$ cat src/rtl/core/mtp_pkg.sv
`timescale 1ns / 1ps
`default_nettype none

package mtp_pkg;

   // Parser phases
   typedef enum logic [3:0] {
      PH_TAG    = 4'd0,
      PH_CLEN   = 4'd1,
      PH_DELTA  = 4'd2,
      PH_STATUS = 4'd3,
      PH_MTYPE  = 4'd4,
      PH_ELEN   = 4'd5,
      PH_DATA   = 4'd6,
      PH_DONE   = 4'd7,
      PH_HALT   = 4'd8
   } mtp_phase_type;

   // Byte roles reported per transfer
   localparam logic [2:0] ROLE_TAG     = 3'd0;
   localparam logic [2:0] ROLE_CLEN    = 3'd1;
   localparam logic [2:0] ROLE_DELTA   = 3'd2;
   localparam logic [2:0] ROLE_STATUS  = 3'd3;
   localparam logic [2:0] ROLE_MTYPE   = 3'd4;
   localparam logic [2:0] ROLE_ELEN    = 3'd5;
   localparam logic [2:0] ROLE_DATA    = 3'd6;
   localparam logic [2:0] ROLE_IGNORED = 3'd7;

   // Sticky error codes
   localparam logic [2:0] ERR_NONE       = 3'd0;
   localparam logic [2:0] ERR_BAD_TAG    = 3'd1;
   localparam logic [2:0] ERR_DELTA_LONG = 3'd2;
   localparam logic [2:0] ERR_LEN_LONG   = 3'd3;
   localparam logic [2:0] ERR_BAD_STATUS = 3'd4;
   localparam logic [2:0] ERR_TEMPO      = 3'd5;
   localparam logic [2:0] ERR_LEN_MISMATCH = 3'd6;

   // Status and meta codes
   localparam logic [7:0] ST_META       = 8'hFF;
   localparam logic [7:0] ST_SYSEX      = 8'hF0;
   localparam logic [7:0] ST_SYSEX_ESC  = 8'hF7;
   localparam logic [3:0] ST_HI_SYSTEM  = 4'hF;
   localparam logic [3:0] ST_HI_PROGRAM = 4'hC;
   localparam logic [3:0] ST_HI_CHPRESS = 4'hD;
   localparam logic [7:0] META_EOT      = 8'h2F;
   localparam logic [7:0] META_TEMPO    = 8'h51;

   // Limits on variable-length quantities and sizes of fixed fields
   localparam logic [3:0] DELTA_MAX_BYTES = 4'd4;
   localparam logic [3:0] LEN_MAX_BYTES   = 4'd8;
   localparam logic [3:0] TAG_BYTES       = 4'd4;
   localparam logic [3:0] CLEN_BYTES      = 4'd4;

   typedef struct packed {
      mtp_phase_type phase;
      logic [3:0]    field_count;
      logic [31:0]   chunk_length;
      logic [31:0]   bytes_seen;
      logic [27:0]   delta_accum;
      logic [63:0]   tick_total;
      logic [7:0]    last_status;
      logic [7:0]    cur_status;
      logic [7:0]    cur_meta;
      logic [55:0]   payload_left;
      logic [2:0]    err;
   } mtp_state_type;

   typedef struct packed {
      logic [2:0]  byte_role;
      logic [7:0]  event_status;
      logic [7:0]  meta_type;
      logic        event_end;
      logic [63:0] event_ticks;
      logic        track_done;
      logic [2:0]  error_code;
   } mtp_result_type;

   // Expected chunk tag "MTrk"
   function automatic logic [7:0] tag_byte(input logic [1:0] idx);
      logic [7:0] t;
      case (idx)
         2'd0:    t = 8'h4D;
         2'd1:    t = 8'h54;
         2'd2:    t = 8'h72;
         default: t = 8'h6B;
      endcase
      return t;
   endfunction

   function automatic mtp_state_type clear_state();
      mtp_state_type s;
      s.phase        = PH_TAG;
      s.field_count  = 4'd0;
      s.chunk_length = 32'd0;
      s.bytes_seen   = 32'd0;
      s.delta_accum  = 28'd0;
      s.tick_total   = 64'd0;
      s.last_status  = 8'd0;
      s.cur_status   = 8'd0;
      s.cur_meta     = 8'd0;
      s.payload_left = 56'd0;
      s.err          = ERR_NONE;
      return s;
   endfunction

endpackage

`default_nettype wire

$ cat src/rtl/core/mtp_step.sv
`timescale 1ns / 1ps
`default_nettype none

module mtp_step (
   input  wire mtp_pkg::mtp_state_type  state_q,
   input  wire logic [7:0]              byte_value,
   input  wire logic                    restart,
   input  wire logic                    forbid_tempo,
   output mtp_pkg::mtp_state_type       state_d,
   output mtp_pkg::mtp_result_type      result
);
   import mtp_pkg::*;

   mtp_state_type cur;
   mtp_state_type nx;
   mtp_state_type sub;
   logic [2:0]    role;
   logic          ev_end;
   logic          sub_end;
   logic          taken;
   logic [7:0]    st;
   logic [3:0]    fc_inc;
   logic [27:0]   delta_new;

   // Close an event: end of track, forbidden tempo, or back to delta time
   function automatic mtp_state_type finish_ev(input mtp_state_type s, input logic forbid);
      mtp_state_type o;
      o = s;
      o.last_status = s.cur_status;
      if (s.cur_status == ST_META && s.cur_meta == META_EOT) begin
         if (s.bytes_seen == s.chunk_length) begin
            o.phase = PH_DONE;
         end else begin
            o.err   = ERR_LEN_MISMATCH;
            o.phase = PH_HALT;
         end
      end else if (s.cur_status == ST_META && s.cur_meta == META_TEMPO && forbid) begin
         o.err   = ERR_TEMPO;
         o.phase = PH_HALT;
      end else begin
         o.phase       = PH_DELTA;
         o.field_count = 4'd0;
         o.delta_accum = 28'd0;
      end
      return o;
   endfunction

   // One byte of an event length quantity
   function automatic void len_byte(input mtp_state_type s, input logic [7:0] b,
                                    input logic forbid, output mtp_state_type o,
                                    output logic e);
      o = s;
      e = 1'b0;
      if (s.field_count >= LEN_MAX_BYTES) begin
         o.err   = ERR_LEN_LONG;
         o.phase = PH_HALT;
      end else begin
         o.field_count  = s.field_count + 4'd1;
         o.payload_left = {s.payload_left[48:0], b[6:0]};
         if (!b[7]) begin
            if (o.payload_left == 56'd0) begin
               o = finish_ev(o, forbid);
               e = 1'b1;
            end else begin
               o.phase = PH_DATA;
            end
         end
      end
   endfunction

   // One data byte of an event
   function automatic void data_byte(input mtp_state_type s, input logic forbid,
                                     output mtp_state_type o, output logic e);
      o = s;
      e = 1'b0;
      o.payload_left = s.payload_left - 56'd1;
      if (o.payload_left == 56'd0) begin
         o = finish_ev(o, forbid);
         e = 1'b1;
      end
   endfunction

   always_comb begin
      cur       = restart ? clear_state() : state_q;
      nx        = cur;
      sub       = cur;
      sub_end   = 1'b0;
      role      = ROLE_IGNORED;
      ev_end    = 1'b0;
      taken     = byte_value[7];
      st        = taken ? byte_value : cur.last_status;
      fc_inc    = cur.field_count + 4'd1;
      delta_new = {cur.delta_accum[20:0], byte_value[6:0]};

      // Count bytes inside the event stream
      if (cur.phase == PH_DELTA || cur.phase == PH_STATUS || cur.phase == PH_MTYPE ||
          cur.phase == PH_ELEN || cur.phase == PH_DATA) begin
         nx.bytes_seen = cur.bytes_seen + 32'd1;
      end

      case (cur.phase)
         PH_TAG: begin
            role = ROLE_TAG;
            if (byte_value != tag_byte(cur.field_count[1:0])) begin
               nx.err   = ERR_BAD_TAG;
               nx.phase = PH_HALT;
            end else begin
               nx.field_count = fc_inc;
               if (fc_inc >= TAG_BYTES) begin
                  nx.phase       = PH_CLEN;
                  nx.field_count = 4'd0;
               end
            end
         end
         PH_CLEN: begin
            role = ROLE_CLEN;
            nx.chunk_length = {cur.chunk_length[23:0], byte_value};
            nx.field_count  = fc_inc;
            if (fc_inc >= CLEN_BYTES) begin
               nx.phase       = PH_DELTA;
               nx.field_count = 4'd0;
               nx.bytes_seen  = 32'd0;
               nx.delta_accum = 28'd0;
            end
         end
         PH_DELTA: begin
            role = ROLE_DELTA;
            if (cur.field_count >= DELTA_MAX_BYTES) begin
               nx.err   = ERR_DELTA_LONG;
               nx.phase = PH_HALT;
            end else begin
               nx.field_count = fc_inc;
               nx.delta_accum = delta_new;
               if (!byte_value[7]) begin
                  nx.tick_total = cur.tick_total + {36'd0, delta_new};
                  nx.phase      = PH_STATUS;
               end
            end
         end
         PH_STATUS: begin
            role          = ROLE_STATUS;
            nx.cur_status = st;
            nx.cur_meta   = 8'd0;
            if (st == ST_META) begin
               if (taken) begin
                  nx.phase = PH_MTYPE;
               end else begin
                  // Running meta status: this byte is the type
                  role            = ROLE_MTYPE;
                  nx.cur_meta     = byte_value;
                  nx.field_count  = 4'd0;
                  nx.payload_left = 56'd0;
                  nx.phase        = PH_ELEN;
               end
            end else if (st == ST_SYSEX || st == ST_SYSEX_ESC) begin
               nx.field_count  = 4'd0;
               nx.payload_left = 56'd0;
               nx.phase        = PH_ELEN;
               if (!taken) begin
                  role = ROLE_ELEN;
                  len_byte(nx, byte_value, forbid_tempo, sub, sub_end);
                  nx     = sub;
                  ev_end = sub_end;
               end
            end else if (st[7] && st[7:4] != ST_HI_SYSTEM) begin
               nx.payload_left = (st[7:4] == ST_HI_PROGRAM || st[7:4] == ST_HI_CHPRESS) ?
                                 56'd1 : 56'd2;
               nx.phase = PH_DATA;
               if (!taken) begin
                  role = ROLE_DATA;
                  data_byte(nx, forbid_tempo, sub, sub_end);
                  nx     = sub;
                  ev_end = sub_end;
               end
            end else begin
               nx.err   = ERR_BAD_STATUS;
               nx.phase = PH_HALT;
            end
         end
         PH_MTYPE: begin
            role            = ROLE_MTYPE;
            nx.cur_meta     = byte_value;
            nx.field_count  = 4'd0;
            nx.payload_left = 56'd0;
            nx.phase        = PH_ELEN;
         end
         PH_ELEN: begin
            role = ROLE_ELEN;
            len_byte(nx, byte_value, forbid_tempo, sub, sub_end);
            nx     = sub;
            ev_end = sub_end;
         end
         PH_DATA: begin
            role = ROLE_DATA;
            data_byte(nx, forbid_tempo, sub, sub_end);
            nx     = sub;
            ev_end = sub_end;
         end
         default: begin
            // Done or halted: ignore the byte
            role = ROLE_IGNORED;
         end
      endcase

      state_d             = nx;
      result.byte_role    = role;
      result.event_status = nx.cur_status;
      result.meta_type    = nx.cur_meta;
      result.event_end    = ev_end;
      result.event_ticks  = nx.tick_total;
      result.track_done   = (nx.phase == PH_DONE);
      result.error_code   = nx.err;
   end

endmodule

`default_nettype wire

$ cat src/rtl/core/midi_track_event_parser_unit.sv
// A result is registered and appears on rsp_ in the cycle after its req_ transfer.
// Throughput: one byte per cycle while the result register is free or draining;
// the parser state register closes its loop through one decode step per byte.
// Reset (synchronous, active high) clears the parser state, forbid_tempo
// and the result valid flag.
`timescale 1ns / 1ps
`default_nettype none

module midi_track_event_parser_unit (
   input  wire logic        clock,
   input  wire logic        reset,
   input  wire logic        req_valid,
   output logic             req_ready,
   input  wire logic [7:0]  req_byte_value,
   input  wire logic        req_restart,
   output logic             rsp_valid,
   input  wire logic        rsp_ready,
   output logic [2:0]       rsp_byte_role,
   output logic [7:0]       rsp_event_status,
   output logic [7:0]       rsp_meta_type,
   output logic             rsp_event_end,
   output logic [63:0]      rsp_event_ticks,
   output logic             rsp_track_done,
   output logic [2:0]       rsp_error_code,
   input  wire logic        csr_wr_en,
   input  wire logic        csr_wr_data
);
   import mtp_pkg::*;

   mtp_state_type  state_ff;
   mtp_state_type  state_in;
   mtp_result_type result_ff;
   mtp_result_type result_in;
   logic           rsp_valid_ff;
   logic           rsp_valid_in;
   logic           forbid_ff;
   logic           accept;

   // Take a byte whenever the result register is free or draining
   assign req_ready = !rsp_valid_ff || rsp_ready;
   assign accept    = req_valid && req_ready;

   mtp_step u_step (
      .state_q      (state_ff),
      .byte_value   (req_byte_value),
      .restart      (req_restart),
      .forbid_tempo (forbid_ff),
      .state_d      (state_in),
      .result       (result_in)
   );

   always_comb begin
      rsp_valid_in = rsp_valid_ff;
      if (accept) begin
         rsp_valid_in = 1'b1;
      end else if (rsp_ready) begin
         rsp_valid_in = 1'b0;
      end
   end

   // Advance parser state on each input transfer
   always_ff @(posedge clock) begin
      if (reset) begin
         state_ff     <= clear_state();
         rsp_valid_ff <= 1'b0;
         forbid_ff    <= 1'b0;
      end else begin
         rsp_valid_ff <= rsp_valid_in;
         if (accept) begin
            state_ff <= state_in;
         end
         if (csr_wr_en) begin
            forbid_ff <= csr_wr_data;
         end
      end
   end

   // Load the result register
   always_ff @(posedge clock) begin
      if (accept) begin
         result_ff <= result_in;
      end
   end

   assign rsp_valid        = rsp_valid_ff;
   assign rsp_byte_role    = result_ff.byte_role;
   assign rsp_event_status = result_ff.event_status;
   assign rsp_meta_type    = result_ff.meta_type;
   assign rsp_event_end    = result_ff.event_end;
   assign rsp_event_ticks  = result_ff.event_ticks;
   assign rsp_track_done   = result_ff.track_done;
   assign rsp_error_code   = result_ff.error_code;

endmodule

`default_nettype wire

$ cat config.mk
export PLATFORM = sky130hd
export DESIGN_NAME = midi_track_event_parser_unit
export DESIGN_NICKNAME = d
export VERILOG_FILES = /design/src/rtl/core/mtp_pkg.sv /design/src/rtl/core/mtp_step.sv /design/src/rtl/core/midi_track_event_parser_unit.sv
export SDC_FILE = /design/constraint.sdc
export NUM_CORES = 1
export LEC_CHECK = 0
export ABC_AREA = 1
export BUFFER_PORTS_ARGS = -buffer_cell sky130_fd_sc_hd__buf_4
export CAP_MARGIN = 0
export CORE_ASPECT_RATIO = 1.25
export CORE_MARGIN = 4
export CORE_UTILIZATION = 27
export DETAILED_ROUTE_END_ITERATION = 8
export MAX_ROUTING_LAYER = met4
export PLACE_DENSITY = 0.39
export SETUP_SLACK_MARGIN = 0.2
export SLEW_MARGIN = 25
export SYNTH_ARGS = -nofsm -noshare
export SYNTH_HDL_FRONTEND = slang
export SYNTH_SLANG_ARGS = --single-unit
$ cat constraint.sdc
create_clock -name clock -period 15 [get_ports clock]
set_input_delay 3 -clock clock [delete_from_list [all_inputs] [get_ports clock]]
set_output_delay 3 -clock clock [all_outputs]
set_load 0.05 [all_outputs]
# Yosys cells after proc, flatten, opt, wreduce, memory -nomap -nowiden
# Cells that the tools add are included.
[totals]
regBits = 337
in_bits = 15
out_inout_bits = 90
elab_cells = 149
[classes]
n_addsub = 5
n_lt_le_gt_ge = 3
n_eq_ne = 20
muxes = 81
reduce_logical = 20
[op_table]
columns = ["operator", "count"]
rows = [
  ["two-way mux 247 bit", 6],
  ["case mux 64 bit (4 select lines)", 3],
  ["two-way mux 240 bit", 3],
  ["two-way mux 246 bit", 1],
  ["two-way mux 243 bit", 1],
  ["two-way mux 172 bit", 1],
  ["logical NOT 56 bit", 3],
  ["case mux 28 bit (5 select lines)", 1],
  ["two-way mux 64 bit", 2],
  ["subtractor 56 x 1 -> 56 bit, second input constant", 2],
  ["two-way mux 92 bit", 1],
  ["adder 64 x 28 -> 64 bit", 1],
  ["two-way mux 4 bit", 16],
  ["two-way mux 63 bit", 1],
  ["two-way mux 60 bit", 1],
  ["two-way mux 28 bit", 2],
  ["case mux 8 bit (7 select lines)", 1],
  ["case mux 16 bit (3 select lines)", 1],
  ["two-way mux 3 bit", 15],
  ["two-way mux 8 bit", 5],
  ["adder 32 x 1 -> 32 bit, second input constant", 1],
  ["== test 32 bit", 1],
  ["== test 8 bit, second input constant", 4],
  ["two-way mux 32 bit", 1],
  ["26 further kinds", 55],
]

# Logic depth before layout (Yosys ltp)
# Gate-level depths: netlist (run 1).
[logic_depth]
ltp_word = 15
depth_mapped = 31
ltp_nobuf = 26

# Hierarchy
# Synthesis (run 1) repeated with hierarchy kept, for this count alone.
[hier_totals]
hier_cells = 4506
hier_area_um2 = 27241.1
[modules_own_cells]
columns = ["mod", "instances", "cells_each", "area_per_inst_um2"]
rows = [
  ["midi_track_event_parser_unit", 1, 1717, 13704.4],
  ["mtp_step", 1, 2789, 13536.7],
]

# Least setup slack after synthesis (run 1)
# OpenSTA, ideal clock, no wires.
[synth_timing]
path_kind = "input to register"
start = "input req_restart"
end = "register result_ff (netlist bit rsp_event_ticks[50]), data pin"
arrival_ps = 6933
t_required_ps = 14743
setup_slack_ps = 7811
cell_stages = 25
n_path_buf = 7
path_cell_list = "buf_6 > buf_2 > buf_2 > buf_1 > clkbuf_1 > buf_1 > clkbuf_1 > nor2_1 > ha_1 > nand2_1 > o21ai_0 > nor2_1 > o21ai_0 > inv_1 > o21ai_0 > nand2_1 > nand2_1 > inv_1 > o21ai_0 > nand2_1 > nor2_1 > nand3_1 > nor2_1 > xor2_1 > inv_1"
[synth_rtl]
columns = ["item", "line", "source"]
rows = [
  ["from (decl)", "midi_track_event_parser_unit.sv:15", "input wire logic req_restart,"],
  ["to (signal assigned)", "midi_track_event_parser_unit.sv:81", "result_ff <= result_in;"],
  ["to (decl)", "midi_track_event_parser_unit.sv:32", "mtp_result_type result_ff;"],
]

# Final worst setup path (run 1)
[layout_timing]
start = "input req_restart"
end = "register state_ff[6] in the netlist's numbering"
[layout_via]
elab_chain_cells = 12
word_cells_on_any_way = 28
cone_classes = "add/sub: 2; order compare: 1; eq/ne: 10; mux: 12; reduce/logical: 3"
[layout_rtl]
columns = ["item", "line", "source"]
rows = [
  ["two-way mux 247 bit (*)", "mtp_step.sv:84", "cur = restart ? clear_state() : state_q;"],
  ["two-way mux 8 bit", "mtp_step.sv:91", "st = taken ? byte_value : cur.last_status;"],
  ["== test 4 bit", "mtp_step.sv:166", "nx.payload_left = (st[7:4] == ST_HI_PROGRAM || st[7:4] == ST_HI_CHPRESS) ?"],
  ["logical OR 1 bit", "mtp_step.sv:166", ""],
  ["two-way mux 2 bit", "mtp_step.sv:166", ""],
  ["subtractor 56 x 1 -> 56 bit", "mtp_step.sv:76", "o.payload_left = s.payload_left - 56'd1;"],
  ["two-way mux 246 bit", "mtp_step.sv:77", "if (o.payload_left == 56'd0) begin"],
  ["two-way mux 247 bit", "mtp_step.sv:169", "if (!taken) begin"],
  ["two-way mux 240 bit", "mtp_step.sv:165", "end else if (st[7] && st[7:4] != ST_HI_SYSTEM) begin"],
  ["two-way mux 247 bit", "mtp_step.sv:155", "end else if (st == ST_SYSEX || st == ST_SYSEX_ESC) begin"],
  ["two-way mux 64 bit", "mtp_step.sv:144", "if (st == ST_META) begin"],
  ["case mux 64 bit (4 select lines) (*)", "mtp_step.sv:101", "case (cur.phase)"],
  ["to (signal assigned)", "midi_track_event_parser_unit.sv:64", "state_ff <= clear_state();"],
  ["to (signal assigned)", "midi_track_event_parser_unit.sv:70", "state_ff <= state_in;"],
  ["to (decl)", "midi_track_event_parser_unit.sv:30", "mtp_state_type state_ff;"],
]
# Mark *: on every way between the ends. The rest lies on a longest branch, timed or not.
# A chain may end at the register's enable or synchronous reset.

==> metrics.txt, run 1 <==
Post-Syn Area per Cell around 6.3 um^2; TritonCTS clock tree built; P_leak 12.1 nW; # clock sinks between 300 and 400; commonest non-fill, non-tap cell in the layout nand2_1; Final setup viols 0; drt pass-1 iters 5; most frequent cells in the layout 891 x nand2_1, 547 x inv_1, 403 x nor2_1, 314 x a21oi_1, 292 x o21ai_0; buffers plus inverters on the worst setup path 6; RR Endpoint rsp_event_ticks[50]; sw power 0.851 mW; max_cap viols 0; Port Buffer Count 104; Cells after Synth between 3000 and 4000; setup_tns 0 ps; fillers 9800; Synth cell types 64; Max VDD drop between 70 and 80 uV; worst slack at placement 7070 ps; FP Rows 120; htree depth 2; Finished Cell Area 26500 um^2; combinational share of power 21.0%; Starting Density about 27%; Total Wirelength 94.2 mm; die span in x between 200 and 300 um; RSZ-0062 raised after global routing no; RePlAce Congestion 0.909; vias in the first global route roughly 24000; status completed; gr ovfl total 0; largest net degree at the start of global routing 162; switch share 33.5%; mapped cell area between 20000 and 25000 um^2; All-Layer GR Usage 20.6%; crit path to state_ff[6]; Core Footprint between 80000 and 90000 um^2; fin worst setup slack about 7800 ps; Syn Nets between 3000 and 4000; final antenna-violating net count 0; die area 91600 um^2; CP top delay family buffers and inverters; hold buffers post-CTS 0; clock share of power between 30% and 40%; Worst Setup End Kind flop; area added between synthesis and finish 13.1%; die span in y around 340 um; power per standard cell area ~96 nW/um^2; CP Class in -> reg; vias per inst 4.91; first-pass GRT wire length ~140 mm; Synth warnings 0; routed vias 24100; min cycle time layout 7230 ps; Slew Limit Fails 0; Synth Flop Type dfxtp_1; io pins roughly 110; Worst-path clk slew approximately 60 ps; Root Buffer clkbuf_16; Worst-Skew Late Latency roughly 600 ps; Hold Path Class reg -> reg; Max Fclk between 0.1 and 0.15 GHz; post-CTS setup buffers 0; total stage count of the critical path 15; cts bufs inserted between 40 and 50; fin crit share approximately half; clk_skew roughly 22 ps; slowest stage delay, CP roughly 820 ps; FF-to-FF Start state_ff[242]; CP max stage cell buf_4; EDFF count, synth 88; Detailed Route Iter0 Violations about 1400; CP startpoint kind primary input; #FFs+latches synth 330; Max-slew headroom 33.0%; Slew @ Worst Pin 1010 ps; initial antenna violation count 1; Critical Path Source req_restart; flop-to-flop setup slack ~11000 ps; Int Power approximately 1.7 mW; Detail Placement HPWL a little under 70 mm; post-DR wirelength/cell 19.2 um; Tot Pwr ~2.5 mW; WP data required between 15000 and 20000 ps; register area share after synthesis between 30% and 40%; crit path DAT roughly 7700 ps; # resized after CTS 0; worst hold slack 464 ps; Max Buffers Root-to-Sink 3; Remaining DRCs 0; Reg2Reg Depth 15; ratio of cells with drive above 1 in the final layout a little over 8%; asr flop ratio synth 0%; critical path cell sequence buf_4 > inv_8 > buf_4 > nand2_1 > nand2_1 > nand4_1 > inv_1 > nand4_1 > nand2_1 > o21ai_4 > buf_4 > inv_1 > a21oi_1 > o311ai_0 > a21oi_1; final hold viol count 0; final net count 3766; Placed Area about 25000 um^2; maximum fanout along the worst path between 90 and 100; Flop pwr share 39.3%
-- metrics by stage --
stage / util (%) / instances
global route: 30.9 / 4911
finish: 30.9 / 4911
CTS: 30.9 / 4910
global placement: 29.3 / 4832
detailed placement: 29.3 / 4832
floorplan: - / 3717
-- cells in the mapped netlist (52+ instances only) --
master	n	share of area, %
dfxtp_1	242	21
a21oi_1	315	6.7
nor2_1	406	6.5
edfxtp_1	88	11
nand4_1	52	1.4
inv_1	550	8.8
clkbuf_1	131	2.1
o211ai_1	62	2.0
nand2_1	894	14
nand3_1	194	4.1
o21ai_0	292	6.2
xor2_1	53	2.0
-- worst min-delay path, delay by kind of cell, from the launching register on --
family           cells  cell delay [ps]
AO/OA/AOI/OAI        1               50
AND/OR/NAND/NOR      1               60
flip-flops           1              310
-- cells by family (layout without fill, tap and decap cells) --
logic type,Yosys count,count (layout),share of synthesized area (%)
AND/OR/NAND/NOR,1712,1712,30.9
AO/OA/AOI/OAI,828,828,20.0
buffers and inverters,745,779,12.6
flip-flops,330,330,32.0
XOR/XNOR,68,68,2.75
adder cells (fa/ha/maj),34,34,1.85
other,0,1,0
-- worst min path at each step --
stage,end,start,cells after the start
floorplan,state_ff[204],state_ff[204],2
global placement,state_ff[154],state_ff[154],2
detailed placement,state_ff[166],state_ff[166],2
CTS,state_ff[166],state_ff[166],2
global route,state_ff[154],state_ff[154],2
finish,state_ff[166],state_ff[166],2
-- power by group through the flow --
stage          combinational, mW  sequential, mW  clock [mW]
6_report                   0.533           0.999        1.01
5_1_grt                    0.589            1.00        1.09
4_1_cts                    0.537           0.999        1.05
3_5_place_dp               0.534            1.02           0
3_3_place_gp               0.539            1.02           0
2_1_floorplan              0.313            1.07           0
-- sequential cells by signal, indices dropped and copies added (netlist names) --
register and count:
forbid_ff 1, rsp_byte_role 3, rsp_error_code 3, rsp_event_end 1, rsp_event_status 8, rsp_event_ticks 64
rsp_meta_type 8, rsp_track_done 1, rsp_valid 1, state_ff 240
-- layout make-up --
cell class,instances,area (um^2),area share (%)
Multi-Input combinational cell,2642,13000,49.2
Clock inverter,11,126,0.477
Clock buffer,67,1220,4.62
Antenna cell,1,2.50,0.00944
Tap cell,1159,1450,5.47
Timing Repair Buffer,133,1010,3.81
Sequential cell,330,7490,28.3
Inverter,568,2150,8.12
-- routing by layer --
metal / GRT usage, % / share of wire [%]
met5: - / 0
met4: 6.51 / 3.1
met3: 2.41 / 3.5
met2: 36.3 / 50
met1: 24.6 / 44
(Power assumes the default switching activity.)
==> inputs of run 2 (changes only) <==
==> constraint.sdc (replaced) <==
create_clock -name clock -period 7.1 [get_ports clock]
set_input_delay 1.42 -clock clock [delete_from_list [all_inputs] [get_ports clock]]
set_output_delay 1.42 -clock clock [all_outputs]
set_load 0.05 [all_outputs]
==> metrics.txt, run 2 (synthesis gave the netlist of run 1 again) <==
power per standard cell area 209 nW/um^2; die area between 90000 and 100000 um^2; Starting Density between 20% and 30%; io pins approximately 110; Flop pwr share a little under two fifths; drt pass-1 iters 5; critical path cell sequence buf_4 > inv_8 > buf_4 > nand2_1 > nand2_1 > nor2_1 > nand2_1 > nor2_1 > nand3_1 > nand2_1 > nand2_1 > nor2_1 > nand2_1 > nor2_1 > nand3_1 > o21ai_2 > buf_4 > nand4_1 > nand2_1 > nand2_1 > nand2_1 > a21oi_1; Total Wirelength around 94 mm; combinational share of power between 20% and 30%; status completed; CP most frequent cell nand2_1; sw power 1.86 mW; die span in y between 300 and 400 um; TritonCTS clock tree built; Int Power around 3.7 mW; post-DR wirelength/cell 19.2 um; first-pass GRT wire length approximately 140 mm; ratio of cells with drive above 1 in the final layout about 8.6%; Remaining DRCs 0; slowest stage delay, CP 490 ps; fin worst setup slack ~1600 ps; area added between synthesis and finish 14.1%; Slew Limit Fails 0; FF-to-FF Start state_ff[83]; vias per inst ~5; Worst Setup End Kind flop; switch share between 30% and 40%; fin crit share slightly below 80%; max_cap viols 0; Root Buffer clkbuf_16; largest net degree at the start of global routing about 150; RSZ-0062 raised after global routing no; Biggest register state_ff; P_leak 12.2 nW; crit path DAT 5970 ps; max reg flops 240; Core Footprint between 80000 and 90000 um^2; maximum fanout along the worst path 40; htree depth 2; worst slack at placement 983 ps; CP startpoint kind primary input; final antenna-violating net count 0; hold buffers post-CTS 0; # resized after CTS 0; Max Fclk approximately 0.18 GHz; vias in the first global route 23700; Slew @ Worst Pin 1030 ps; final core occ between 30% and 40%; CP Class in -> reg; clk_skew around 27 ps; gr ovfl total 0; All-Layer GR Usage a little over 20%; die span in x 272 um; Detailed Route Iter0 Violations roughly 1400; clock share of power 41.8%; post-CTS setup buffers 0; final hold viol count 0; HP Start state_ff[157]; Tot Pwr between 5 and 6 mW; Critical Path Source req_restart; WP data required between 7000 and 8000 ps; Max-slew headroom between 20% and 30%; Hold Path Class reg -> reg; Worst-path clk slew approximately 60 ps; Port Buffer Count 104; min cycle time layout approximately 5500 ps; setup_tns 0 ps; Worst-Skew Late Latency around 600 ps; Max Buffers Root-to-Sink 3; Detail Placement HPWL ~67 mm; final net count ~3800; Max VDD drop approximately 160 uV; CP max stage cell nand4_1; # clock sinks 330; commonest non-fill, non-tap cell in the layout nand2_1; most frequent cells in the layout 892 x nand2_1, 547 x inv_1, 403 x nor2_1, 314 x a21oi_1, 292 x o21ai_0; cts bufs inserted 42; RePlAce Congestion between 0.9 and 1; FP Rows 120; routed vias around 24000; initial antenna violation count 1; Final setup viols 0
[run 2: changes by cell type in the layout (fill, tap and decap cells not counted), moves of 2 or more]
cell        change
buf_12          +2
clkinvlp_4      +5
clkinv_4        +2
clkinv_1        +3
clkbuf_1       -16
buf_4           +8
bufinv_16       +4
clkinv_8        -2
[run 2: final timing paths]
kind | slack, ps | end | depth (start not counted)
setup / recovery | 1560 | state_ff[150] | 22
hold / removal | 460 | state_ff[157] | 2
setup reg to reg | 3090 | rsp_event_ticks[60] | 21
hold reg to reg | 460 | state_ff[157] | 2
[run 2: critical path, delay by kind of cell]
family | cells | cell delay [ps]
and+or+nand+nor | 16 | 3050
buffers and inverters | 4 | 1210
AOI/OAI and AO/OA | 2 | 230
[run 2: cell type report]
type	instances	area [um^2]
fill	9810	59100
antenna	1	2.50
clock buffer	51	1160
clock inverter	27	327
sequential	330	7490
tap	1159	1450
inverter	568	2150
timing repair buffer	143	1110
multi-input combinational	2642	13000
[run 2: stage by stage]
step | instance area (um^2) | cells | hold slack [ps]
floorplan | 23400 | 3717 | 445
global placement | 25200 | 4842 | 454
detailed placement | 25200 | 4842 | 457
CTS | 26700 | 4920 | 467
global route | 26700 | 4921 | 488
finish | 26700 | 4921 | 464
[run 2: power by group through the flow]
stage | combinational [mW] | sequential [mW] | clock (mW)
global placement | 1.15 | 2.15 | 0
floorplan | 0.661 | 2.25 | 0
finish | 1.14 | 2.11 | 2.33
detailed placement | 1.14 | 2.15 | 0
global route | 1.25 | 2.12 | 2.49
CTS | 1.15 | 2.11 | 2.42
[run 2: layer usage]
layer / vias up / global-route usage (%) / wire length [um]
met5: - / - / 0
met2: 451 / 36.2 / 46700
met4: 0 / 6.54 / 3130
met3: 150 / 2.26 / 2890
met1: 11200 / 24.8 / 41700
li1: 12200 / - / -
==> inputs of run 3 (changes only) <==
--- a/config.mk
+++ b/config.mk
@@ -13,7 +13,7 @@
 export CORE_UTILIZATION = 27
 export DETAILED_ROUTE_END_ITERATION = 8
 export MAX_ROUTING_LAYER = met4
-export PLACE_DENSITY = 0.39
+export PLACE_DENSITY = 0.41
 export SETUP_SLACK_MARGIN = 0.2
 export SLEW_MARGIN = 25
 export SYNTH_ARGS = -nofsm -noshare
==> constraint.sdc (replaced) <==
create_clock -name clock -period 5 [get_ports clock]
set_input_delay 1 -clock clock [delete_from_list [all_inputs] [get_ports clock]]
set_output_delay 1 -clock clock [all_outputs]
set_load 0.05 [all_outputs]
==> metrics.txt, run 3 (synthesis gave the netlist of run 1 again) <==
status completed; final antenna-violating net count 0; maximum fanout along the worst path 31; P_leak roughly 12 nW; io pins between 100 and 150; DP Cell Count roughly 4900; FP Rows 120; Critical Path Source req_restart; RSZ-0062 raised after global routing no; Detailed Route Iter0 Violations 1580; ratio of cells with drive above 1 in the final layout 9.39%; All-Layer GR Usage 20.3%; area added between synthesis and finish 15.7%; number of diodes 0; # resized after CTS 0; Hold Path Class reg -> reg; area of the multi-input gates between 10000 and 15000 um^2; Root Buffer clkbuf_16; hold buffers post-CTS 0; Placed Area approximately 26000 um^2; Worst-Skew Late Latency roughly 610 ps; drt pass-1 iters 7; Slew @ Worst Pin approximately 970 ps; cts bufs inserted 42; fillers roughly 9800; min cycle time layout around 4300 ps; final hold viol count 0; Port Buffer Count between 100 and 150; Biggest register state_ff; htree depth 2; Max Fclk between 0.2 and 0.25 GHz; WP data required approximately 5400 ps; FF-to-FF Start state_ff[83]; vias per inst approximately 4.9; Max-slew headroom 35.3%; CP Class in -> reg; RePlAce Congestion between 0.9 and 1; power per standard cell area between 200 and 300 nW/um^2; Finished Cell Area 27100 um^2; Worst-path clk slew roughly 60 ps; Total Wirelength slightly above 90 mm; largest net degree at the start of global routing around 170; post-DR wirelength/cell 18.7 um; die span in x between 200 and 300 um; vias in the first global route 23600; sequential cell area roughly 7500 um^2; routed vias ~24000; most frequent cells in the layout 892 x nand2_1, 547 x inv_1, 403 x nor2_1, 314 x a21oi_1, 290 x o21ai_0; initial antenna violation count 0; final net count around 3800; Core Footprint about 86000 um^2; Max VDD drop roughly 240 uV; TritonCTS clock tree built; Detail Placement HPWL roughly 67 mm; HP Start state_ff[150]; Remaining DRCs 0; post-CTS setup buffers 0; CP startpoint kind primary input; Worst Setup End Kind flop; fin crit share between 80 and 90%; first-pass GRT wire length between 100 and 150 mm; commonest non-fill, non-tap cell in the layout nand2_1; max reg flops 240; max_cap viols 0; Final setup viols 0; # clock sinks between 300 and 400; non-filler cells, final 4959; die span in y roughly 340 um; Starting Density 27.3%; gr ovfl total 0; Max Buffers Root-to-Sink 3; die area 91600 um^2; Slew Limit Fails 0; clk_skew roughly 17 ps; crit path DAT 4660 ps
[run 3: cell count changes in the layout (fill, tap and decap cells not counted), sizes merged]
cell	change
clkinvlp	-3
clkinv	-2
clkbuf	+5
diode	-1
buf	+41
inv	-2
[run 3: layer usage]
layer	vias to the layer above	routed length (um)	global-route usage, %
met3	131	2980	2.09
li1	12300	-	-
met4	0	2560	5.39
met5	-	0	-
met1	11200	41300	25.1
met2	490	45700	35.4
[run 3: cell type report]
| class | count | area share, % |
|---|---|---|
| clock inverters | 20 | 1.03 |
| clock buffers | 56 | 4.29 |
| flip-flops and latches | 330 | 27.6 |
| multi-input cells | 2642 | 48.1 |
| inverters | 568 | 7.93 |
| well taps | 1159 | 5.35 |
| repair buffers | 184 | 5.65 |
[run 3: path summary, 6_finish.rpt]
path                                       endpoint  slack (ps)  cells past startpoint
worst min-delay path                  state_ff[150]         470                      2
worst max-delay path            rsp_event_ticks[60]         700                     19
worst min register to register        state_ff[150]         470                      2
worst max register to register  rsp_event_ticks[60]        1240                     21
[run 3: where the power goes]
group	switching (mW)	internal, mW
combinational	1.18	0.453
clock	1.34	1.91
sequential	0.0826	2.91
[run 3: worst max-delay path: stages]
cell	delay (ps)
buf_4	200
inv_8	230
buf_12	250
nand2_1	100
inv_1	210
ha_1	340
a21oi_1	240
nor2_1	60
nor2_1	130
a21oi_1	150
a2111oi_0	660
buf_4	230
nand2_1	50
nand2_1	190
nor2_1	140
nand3_1	130
nor2_1	60
xor2_1	170
inv_1	50
[run 3: stage by stage]
step / setup slack [ps] / utilization [%] / hold slack [ps] / total power [mW] / setup TNS, ps
global placement: -70.3 / 29.9 / 455 / 4.70 / -190
floorplan: 249 / - / 445 / 4.14 / 0
global route: 317 / 31.6 / 481 / 8.29 / 0
finish: 700 / 31.6 / 466 / 7.88 / 0
detailed placement: -46.3 / 29.9 / 456 / 4.69 / -85.0
CTS: 613 / 31.6 / 465 / 8.02 / 0
